$ cat src/rtl/jpr_pkg.sv
// ----------------------------------------------------------------------------
// jpr_pkg
// Shared constants and types for the joystick packet receiver.
// ----------------------------------------------------------------------------
`default_nettype none

package jpr_pkg;

  localparam int FRAME_BYTES  = 10;
  localparam int STORE_DEPTH  = FRAME_BYTES - 1;
  localparam int HELD_COUNT   = 8;
  localparam int POS_W        = 4;
  localparam int STALE_W      = 17;

  localparam logic [STALE_W-1:0] STALE_MAX     = {STALE_W{1'b1}};
  localparam logic [15:0]        TIMEOUT_RESET = 16'd1000;

  // frame event codes
  localparam logic [1:0] EV_NONE   = 2'd0;
  localparam logic [1:0] EV_ACCEPT = 2'd1;
  localparam logic [1:0] EV_REJECT = 2'd2;

  // register indexes (byte address / 4)
  localparam logic [1:0] REG_START_MARKER    = 2'd0;
  localparam logic [1:0] REG_CHECKSUM_ENABLE = 2'd1;
  localparam logic [1:0] REG_TIMEOUT_TICKS   = 2'd2;

  typedef struct packed {
    logic [15:0] timeout_ticks;
    logic        checksum_enable;
    logic [7:0]  start_marker;
  } cfg_t;

  typedef struct packed {
    logic                       link_timeout;
    logic [1:0]                 frame_event;
    logic [HELD_COUNT-1:0][7:0] held;
  } result_t;

endpackage

`default_nettype wire

$ cat src/rtl/jpr_core.sv
// ----------------------------------------------------------------------------
// jpr_core
// Frame assembly, checksum test, held fields and link watchdog state.
// ----------------------------------------------------------------------------
`default_nettype none

module jpr_core
  import jpr_pkg::*;
(
  input  wire logic             clk,
  input  wire logic             rst,
  input  wire logic             step,
  input  wire logic             command,
  input  wire logic [7:0]       rx_byte,
  input  wire cfg_t             cfg,
  output result_t               res,
  output logic [POS_W-1:0]      position
);

  logic [POS_W-1:0]           pos, pos_next;
  logic [7:0]                 sum, sum_next;
  logic [STALE_W-1:0]         stale, stale_next;
  logic [HELD_COUNT-1:0][7:0] held, held_next;
  logic [7:0]                 store [STORE_DEPTH];
  logic                       store_we;
  logic                       frame_ok;
  logic [1:0]                 event_code;

  always_comb begin
    pos_next   = pos;
    sum_next   = sum;
    stale_next = stale;
    held_next  = held;
    event_code = EV_NONE;
    store_we   = 1'b0;
    frame_ok   = 1'b0;
    if (!command) begin
      if (pos < POS_W'(STORE_DEPTH)) begin
        store_we = 1'b1;
        sum_next = sum + rx_byte;
        pos_next = pos + 1'b1;
      end else begin
        frame_ok = (store[0] == cfg.start_marker) &&
                   (!cfg.checksum_enable || (sum == rx_byte));
        if (frame_ok) begin
          for (int i = 0; i < HELD_COUNT; i++) begin
            held_next[i] = store[i+1];
          end
          stale_next = '0;
          event_code = EV_ACCEPT;
        end else begin
          event_code = EV_REJECT;
        end
        pos_next = '0;
        sum_next = '0;
      end
    end else begin
      if (stale != STALE_MAX) begin
        stale_next = stale + 1'b1;
      end
      if (stale_next > {1'b0, cfg.timeout_ticks}) begin
        pos_next = '0;
        sum_next = '0;
      end
    end
  end

  always_ff @(posedge clk) begin
    if (rst) begin
      pos   <= '0;
      sum   <= '0;
      stale <= '0;
      held  <= '0;
    end else if (step) begin
      pos   <= pos_next;
      sum   <= sum_next;
      stale <= stale_next;
      held  <= held_next;
    end
  end

  always_ff @(posedge clk) begin
    for (int i = 0; i < STORE_DEPTH; i++) begin
      if (step && store_we && (pos == POS_W'(i))) begin
        store[i] <= rx_byte;
      end
    end
  end

  assign res.held         = held_next;
  assign res.frame_event  = event_code;
  assign res.link_timeout = stale_next > {1'b0, cfg.timeout_ticks};
  assign position         = pos;

endmodule

`default_nettype wire

$ cat src/rtl/joystick_packet_receiver.sv
// ----------------------------------------------------------------------------
// joystick_packet_receiver
// Fixed 10-byte frame deframer with additive checksum and link watchdog.
// An input register, then a result register, lie between input transaction and result;
//   one item per cycle sustained while m_tready does not stall the result stream.
// Throughput is set by the state update in the core.
// Reset clears control state and held fields and loads register defaults;
//   the frame byte store has no reset and is written before it is read.
// ----------------------------------------------------------------------------
`default_nettype none

module joystick_packet_receiver
  import jpr_pkg::*;
(
  input  wire logic        clk,
  input  wire logic        rst,
  // configuration
  input  wire logic        psel,
  input  wire logic        penable,
  input  wire logic        pwrite,
  input  wire logic [3:0]  paddr,
  input  wire logic [31:0] pwdata,
  output logic [31:0]      prdata,
  output logic             pready,
  // input stream
  input  wire logic        s_tvalid,
  output logic             s_tready,
  input  wire logic [7:0]  s_tdata,   // rx_byte
  input  wire logic [0:0]  s_tuser,   // command
  // result stream
  output logic             m_tvalid,
  input  wire logic        m_tready,
  output logic [63:0]      m_tdata,   // button_low, button_high, left_trigger,
                                      // right_trigger, left_stick_x, left_stick_y,
                                      // right_stick_x, right_stick_y
  output logic [2:0]       m_tuser    // frame_event[1:0], link_timeout
);

  cfg_t             cfg;
  logic             cfg_wr;
  logic             in_valid;
  logic             in_cmd;
  logic [7:0]       in_byte;
  logic             out_ready;
  logic             step;
  result_t          res;
  logic [POS_W-1:0] position;

  assign pready = 1'b1;
  assign cfg_wr = psel && penable && pwrite && pready;

  always_ff @(posedge clk) begin
    if (rst) begin
      cfg.start_marker    <= '0;
      cfg.checksum_enable <= 1'b1;
      cfg.timeout_ticks   <= TIMEOUT_RESET;
    end else if (cfg_wr) begin
      unique case (paddr[3:2])
        REG_START_MARKER:    cfg.start_marker    <= pwdata[7:0];
        REG_CHECKSUM_ENABLE: cfg.checksum_enable <= pwdata[0];
        REG_TIMEOUT_TICKS:   cfg.timeout_ticks   <= pwdata[15:0];
        default: ;
      endcase
    end
  end

  always_comb begin
    unique case (paddr[3:2])
      REG_START_MARKER:    prdata = {24'd0, cfg.start_marker};
      REG_CHECKSUM_ENABLE: prdata = {31'd0, cfg.checksum_enable};
      REG_TIMEOUT_TICKS:   prdata = {16'd0, cfg.timeout_ticks};
      default:             prdata = '0;
    endcase
  end

  assign out_ready = !m_tvalid || m_tready;
  assign step      = in_valid && out_ready;
  assign s_tready  = !in_valid || out_ready;

  always_ff @(posedge clk) begin
    if (rst) begin
      in_valid <= 1'b0;
    end else if (s_tvalid && s_tready) begin
      in_valid <= 1'b1;
    end else if (step) begin
      in_valid <= 1'b0;
    end
  end

  always_ff @(posedge clk) begin
    if (s_tvalid && s_tready) begin
      in_cmd  <= s_tuser[0];
      in_byte <= s_tdata;
    end
  end

  jpr_core u_core (
    .clk      (clk),
    .rst      (rst),
    .step     (step),
    .command  (in_cmd),
    .rx_byte  (in_byte),
    .cfg      (cfg),
    .res      (res),
    .position (position)
  );

  always_ff @(posedge clk) begin
    if (rst) begin
      m_tvalid <= 1'b0;
    end else if (step) begin
      m_tvalid <= 1'b1;
    end else if (m_tready) begin
      m_tvalid <= 1'b0;
    end
  end

  always_ff @(posedge clk) begin
    if (step) begin
      m_tdata <= res.held;
      m_tuser <= {res.link_timeout, res.frame_event};
    end
  end

  // an accepted frame clears the watchdog, so it never reports a timeout
  a_accept_no_timeout: assert property (@(posedge clk) disable iff (rst)
    !(m_tvalid && (m_tuser[1:0] == EV_ACCEPT) && m_tuser[2]))
    else $error("accepted frame reported with link timeout");

  a_position_range: assert property (@(posedge clk) disable iff (rst)
    position <= POS_W'(STORE_DEPTH))
    else $error("frame position out of range");

  a_event_code: assert property (@(posedge clk) disable iff (rst)
    m_tvalid |-> (m_tuser[1:0] != 2'd3))
    else $error("undefined frame event code");

  a_reset_empty: assert property (@(posedge clk) rst |=> !m_tvalid && !in_valid)
    else $error("pipeline not empty after reset");

endmodule

`default_nettype wire
$ cat config.mk
export PLATFORM = sky130hd
export DESIGN_NAME = joystick_packet_receiver
export DESIGN_NICKNAME = d
export VERILOG_FILES = /design/src/rtl/jpr_pkg.sv /design/src/rtl/jpr_core.sv /design/src/rtl/joystick_packet_receiver.sv
export SDC_FILE = /design/constraint.sdc
export NUM_CORES = 1
export LEC_CHECK = 0
export ABC_AREA = 1
export BUFFER_PORTS_ARGS = -buffer_cell sky130_fd_sc_hd__buf_2
export CORE_MARGIN = 4
export CORE_UTILIZATION = 55
export CTS_CLUSTER_DIAMETER = 40
export DETAILED_ROUTE_END_ITERATION = 8
export GPL_TIMING_DRIVEN = 0
export PLACE_DENSITY = 0.84
export SYNTH_ARGS = -nofsm -noshare
export SYNTH_HDL_FRONTEND = slang
export SYNTH_HIERARCHICAL = 1
export SYNTH_SLANG_ARGS = --single-unit
$ cat constraint.sdc
create_clock -name clk -period 16.3 [get_ports clk]
set_clock_uncertainty 0.15 [all_clocks]
set_input_delay 3.26 -clock clk [delete_from_list [all_inputs] [get_ports clk]]
set_output_delay 3.26 -clock clk [all_outputs]
set_load 0.01 [all_outputs]
## Word-level counts from Yosys, hierarchy flattened

Memories as Yosys holds them, arrays and structs flattened.
Index checks and enable logic that the tools add are counted.

| operators by class | value |
|---|---|
| multipliers | 0 |
| bitwise logic cells | 0 |
| $lt $le $gt $ge | 3 |
| reductions and logical operators | 38 |
| muxes and demuxes | 64 |
| add/sub/neg operators | 3 |
| shift operators | 0 |
| divide/modulo/power cells | 0 |
| eq/ne operators | 14 |

Operators by type and width:

| kind | count |
|---|---|
| 64-bit two-way mux | 3 |
| 8-bit two-way mux | 11 |
| 17-bit two-way mux | 5 |
| 8-bit OR reduction | 8 |
| 16-bit one-hot mux with 3 select lines | 1 |
| 4-bit two-way mux | 11 |
| 17-bit by 16-bit > comparator with 1-bit output | 2 |
| 1-bit two-way mux | 32 |
| 17-bit by 1-bit adder with 17-bit output (second input constant) | 1 |
| 17-bit inequality test (second input constant) | 1 |
| 4-bit by 3-bit == test with 1-bit output (second input constant) | 4 |
| 8-bit == test | 2 |
| 1-bit logical AND | 15 |
| 8-bit adder | 1 |
| 4-bit by 2-bit == test with 1-bit output (second input constant) | 2 |
| 2-bit AND reduction | 4 |
| 4-bit by 1-bit adder with 4-bit output (second input constant) | 1 |
| 4-bit by 1-bit == test with 1-bit output (second input constant) | 1 |
| 4-bit == test (second input constant) | 1 |
| 4-bit zero test | 1 |
| 4-bit less-than comparator (second input constant) | 1 |
| 2-bit nonzero test | 2 |
| 1-bit zero test | 3 |
| 1-bit logical OR | 3 |
| other kinds (6) | 6 |

| word-level totals | value |
|---|---|
| bits in read-only memories | 0 |
| memory bits (writable) | 72 |
| word-level logic and storage cells | 144 |
| latch bits | 0 |
| register bits after elaboration | 196 |
| memories | 1 |

Memory list:

| name | words | width | rd ports | clocked after Yosys merged registers in | write ports | RTL line | text |
|---|---|---|---|---|---|---|---|
| u_core.store | 9 | 8 | 9 | 0 | 1 | jpr_core.sv:24 | `logic [7:0] store [STORE_DEPTH];` |

## Logic depth before layout (Yosys ltp)

| depth | value |
|---|---|
| word-level depth | 16 |
| gate-level depth with buffers | 26 |

## Modules after synthesis

The synthesis kept the hierarchy.

Modules (own cells, without submodules):

| module | area each (µm²) | instances | cells each | seq. area each (µm²) |
|---|---|---|---|---|
| jpr_core | 8784.7 | 1 | 1123 | 4023.9 |
| joystick_packet_receiver | 3693.5 | 1 | 288 | 2822.7 |

## Worst setup path after synthesis

No wires, ideal clock.

| timing | value |
|---|---|
| kind | input -> register |
| from | in m_tready |
| to | mem u_core.store[8][0], in the netlist u_core/store[0][64] (enable) |
| stages | 8 |
| arrival time | 8.690 ns |
| data required time | 15.755 ns |
| path buffers | 2 |
| slack | 7.065 ns |
| library setup time | 0.395 ns |
| cell sequence | inv_1 > a21oi_1 > buf_2 > inv_1 > clkbuf_1 > nor2_2 > inv_2 > nor4_1 |

| on the way | value |
|---|---|
| cells in the longest elaborated chain, start to end | 15 |
| elaborated cells between the ends (all ways) | 54 |
| classes of those cells | mux (34); reduce/logical (20) |

Ends and longest elaborated chain:

| item | RTL line | text |
|---|---|---|
| from (decl) | joystick_packet_receiver.sv:32 | `input wire logic m_tready,` |
| 1-bit logical OR (*) | joystick_packet_receiver.sv:76 | `assign out_ready = !m_tvalid \|\| m_tready;` |
| 1-bit logical AND (*) | joystick_packet_receiver.sv:77 | `assign step = in_valid && out_ready;` |
| net step | joystick_packet_receiver.sv:45 | `logic step;` |
| 1-bit logical AND (*) | jpr_core.sv:84 | `if (step && store_we && (pos == POS_W'(i))) begin` |
| 1-bit logical AND | jpr_core.sv:84 |  |
| 1-bit two-way mux | jpr_core.sv:84 |  |
| 1-bit two-way mux (implied by the code) | jpr_core.sv:85 | `store[i] <= rx_byte;` |
| 8-bit OR reduction (no source line) | -- |  |
| 4-bit two-way mux (no source line) or 1-bit two-way mux (tied branches) (8 in a row) | -- |  |
| to (decl) | jpr_core.sv:24 |  |

Mark *: on every way through the listed nets, which the timed path passes. The rest lies on a longest branch.

## Worst setup path in the final report

| timing | value |
|---|---|
| from | in paddr[2] |
| to | out prdata[4] |

| on the way | value |
|---|---|
| cells in the longest elaborated chain, start to end | 2 |
| elaborated cells between the ends (all ways) | 4 |
| classes of those cells | eq/ne (2); mux (1); reduce/logical (1) |

Ends and longest elaborated chain:

| item | RTL line | text |
|---|---|---|
| from (decl) | joystick_packet_receiver.sv:21 | `input wire logic [3:0] paddr,` |
| 2-bit == test (tied with other cells) | joystick_packet_receiver.sv:68 | `unique case (paddr[3:2])` |
| 16-bit one-hot mux with 3 select lines (*) | joystick_packet_receiver.sv:68 |  |
| to (decl) | joystick_packet_receiver.sv:23 | `output logic [31:0] prdata,` |

Mark *: on every way between the ends. The rest lies on a longest branch, timed or not.

==> out/metrics.yaml <==
run_status:
  status: "finished clean"
detailed_routing:
  viasPerCell: 5.51
  firstDrtPassIters: 8
  wl_um: 30700
  wl_per_cell_um: 16.3
  vias: 10400
  drc: 0
  ant_nets: 0
  drtIter0Drc: 901
critical_path:
  crit_path_end_kind: "output pin"
  r2r_start: "in_byte[3]"
  r2r_setup_slack_ns: 11.74
  crit_top_cell: "buf_2"
  critical_path.max_fanout: 10
  critPathBufInv: 3
  critical_path.slowest_cell: "nor2_1"
  critPathMaxStageDelay_ns: 0.40
  required_ns: 12.89
  arrival_ns: 4.38
  cp.depth: 5
  path_delay_family: "buffers and inverters"
  reg2regPathDepth: 22
  regToRegEndpoint: "m_tuser[2]"
  crit_chain: "buf_2 -> nor2_1 -> buf_4 -> a22o_1 -> buf_2"
  path_class: "in2out"
  cp-start-kind: "input port"
timing:
  slew_headroom_pct: 3.28
  rsz0062_at_grt: "no"
  holdWs_ns: 0.324
  finalCritPeriodShare_pct: 47.8
  finalWorstSetupSlack_ns: 8.51
  fin_crit_ns: 7.79
  clock.fmax_ghz: 0.128
  tightest_slew_ns: 1.44
  timing.final.hold_violations: 0
  maxSlewViolCount: 0
  finalSetupTns_ns: 0
  setup_violations: 0
floorplanning:
  start_util_pct: 56.5
  ios: 154
  fp-row-count: 54
  die-height_um: 159
  die_x_um: 159
  dieArea_um2: 25200
  core_um2: 22100
synth:
  synth_largest_area_cell: "edfxtp_1"
  yosysSeqAreaShare_pct: 54.9
  synth_ff_type: "edfxtp_1"
  synth_edf_count: 148
  netlist_instances: 1411
  yosysTopAreaCellShare_pct: 35.6
  async_flop_share_pct: 0
  ys_ff_latch: 268
  ys_types: 41
  synth_warnings: 6
  synth_area_um2: 12500
  avgSynthCellArea_um2: 8.84
  yosys-top-cells-area: "edfxtp_1 36%, dfxtp_1 19%, nand2_1 8.2%"
layout:
  nNetsFinal: 1681
  instances_no_fill: 1888
  fin_area_um2: 14700
  layout_commonest_cell: "nand2_1"
  drive_gt1_share_pct: 15.7
  area.growth.synth_to_final_pct: 18.0
  nFillCells: 1648
  fin_util_pct: 66.6
  num_antenna_cells: 0
  final_cell_mix: "271 x nand2_1, 204 x nor2_1, 170 x inv_1"
  multiInputGateArea_um2: 4580
  regArea_um2: 6850
power_and_ir_drop:
  power.total_mw: 1.69
  leakage_nw: 7.02
  peakVddDrop_uv: 73.7
  powerDensity_nw_per_um2: 115
global_route:
  antenna_found_initial: 0
  grt_max_degree: 34
  grt_pass1_wl_um: 48400
  grtUsageTotal_pct: 23.9
  grt_pass1_vias: 9841
  gr-total-overflow: 0
place:
  hpwl_um: 20900
  gp_congestion: 0.908
  place_area_um2: 13500
  dp_slack_ns: 8.56
  io_buffers: 118
  placed_cells: 1827
hold_path:
  worstHoldStart: "u_core/sum[4]"
  worstHoldPathType: "reg2reg"
  hold_depth: 2
  holdPathEnd: "u_core/sum[4]"
clocking:
  cts.path.max_buffers: 3
  clk_pin_slew_ns: 0.05
  cts-resized-gates: 0
  hold_buffers: 0
  cts_tree: "yes"
  insertion_delay_ns: 0.52
  root_buffer: "clkbuf_16"
  clkSinkCount: 268
  cts_buffers: 34
  cts.htree.levels: 2
  post_cts_buffers: 0
flow_run:
  cap_violations: 0
==> cells by family after synthesis <==
group | after synthesis | synth area share (%)
AO/OA/AOI/OAI | 161 | 7.03
XOR/XNOR | 24 | 1.74
adder cells (fa/ha/maj) | 46 | 4.67
buffers and inverters | 262 | 8.96
flip-flops | 268 | 54.9
other | 2 | 0.0602
AND/OR/NAND/NOR | 648 | 22.7
==> state kept, by name, summed over array words and instances, names as in the netlist <==
| register | flops |
|---|---|
| cfg | 25 |
| in_byte | 8 |
| in_cmd | 1 |
| in_valid | 1 |
| m_tdata | 64 |
| m_tuser | 3 |
| m_tvalid | 1 |
| u_core/held | 64 |
| u_core/position | 4 |
| u_core/stale | 17 |
| u_core/store | 72 |
| u_core/sum | 8 |
==> layout make-up <==
| class | instances | area share, % |
|---|---|---|
| Clock buffer | 40 | 6.28 |
| Multi-Input combinational cell | 896 | 31.1 |
| Buffer | 89 | 3.19 |
| Inverter | 173 | 4.41 |
| Clock inverter | 21 | 1.80 |
| Tap cell | 280 | 2.38 |
| Sequential cell | 268 | 46.5 |
| Timing Repair Buffer | 121 | 4.32 |
==> report_power, final <==
part           total (mW)  switching, mW  internal [mW]  leakage [nW]
clock               0.776          0.297          0.479         0.581
combinational       0.155         0.0992         0.0557          4.07
sequential          0.764         0.0199          0.744          2.37
==> synthesized netlist by cell type, types with 5 or more instances <==
cell type and n:
buf_4 25, nor4_1 5, inv_1 170, ha_1 45
xnor2_1 9, nand3b_1 6, edfxtp_1 148, nand4_1 69
or2_2 7, nand3_1 60, a21oi_1 47, nand2_1 271
nor3_1 15, buf_2 25, nor2_1 204, clkbuf_1 25
xor2_1 14, o21ai_1 65, dfxtp_1 120, a22o_1 7
buf_1 11, o211ai_1 12, o21ai_0 24
==> how the worst max path moves through the flow <==
| stage | start | to | slack (ns) |
|---|---|---|---|
| 6_report | paddr[2] | prdata[4] | 8.51 |
| 5_1_grt | paddr[2] | prdata[7] | 8.46 |
| 4_1_cts | paddr[2] | prdata[7] | 8.53 |
| 3_5_place_dp | paddr[2] | prdata[4] | 8.56 |
| 3_3_place_gp | m_tready | u_core/store[0][70] | 4.55 |
| 2_1_floorplan | m_tready | u_core/store[0][64] | 7.07 |
==> worst reg2reg max path, delay by kind of cell (launching register included) <==
kind                     cells  cell delay, ns
AO/OA/AOI/OAI                4            0.83
AND/OR/NAND/NOR             14            1.42
flip-flops                   1            0.64
buffers and inverters        2            0.46
adder cells (fa/ha/maj)      2            0.80
==> per-layer routing <==
layer / track usage, % / vias to the layer above / routed length, um
met5: 0 / - / 0
met2: 41.4 / 484 / 15400
met3: 3.51 / 95 / 2210
met4: 10.0 / 0 / 1050
li1: - / 4987 / -
met1: 29.8 / 4839 / 12100
Note: power is estimated with default switching activity, not from simulation.
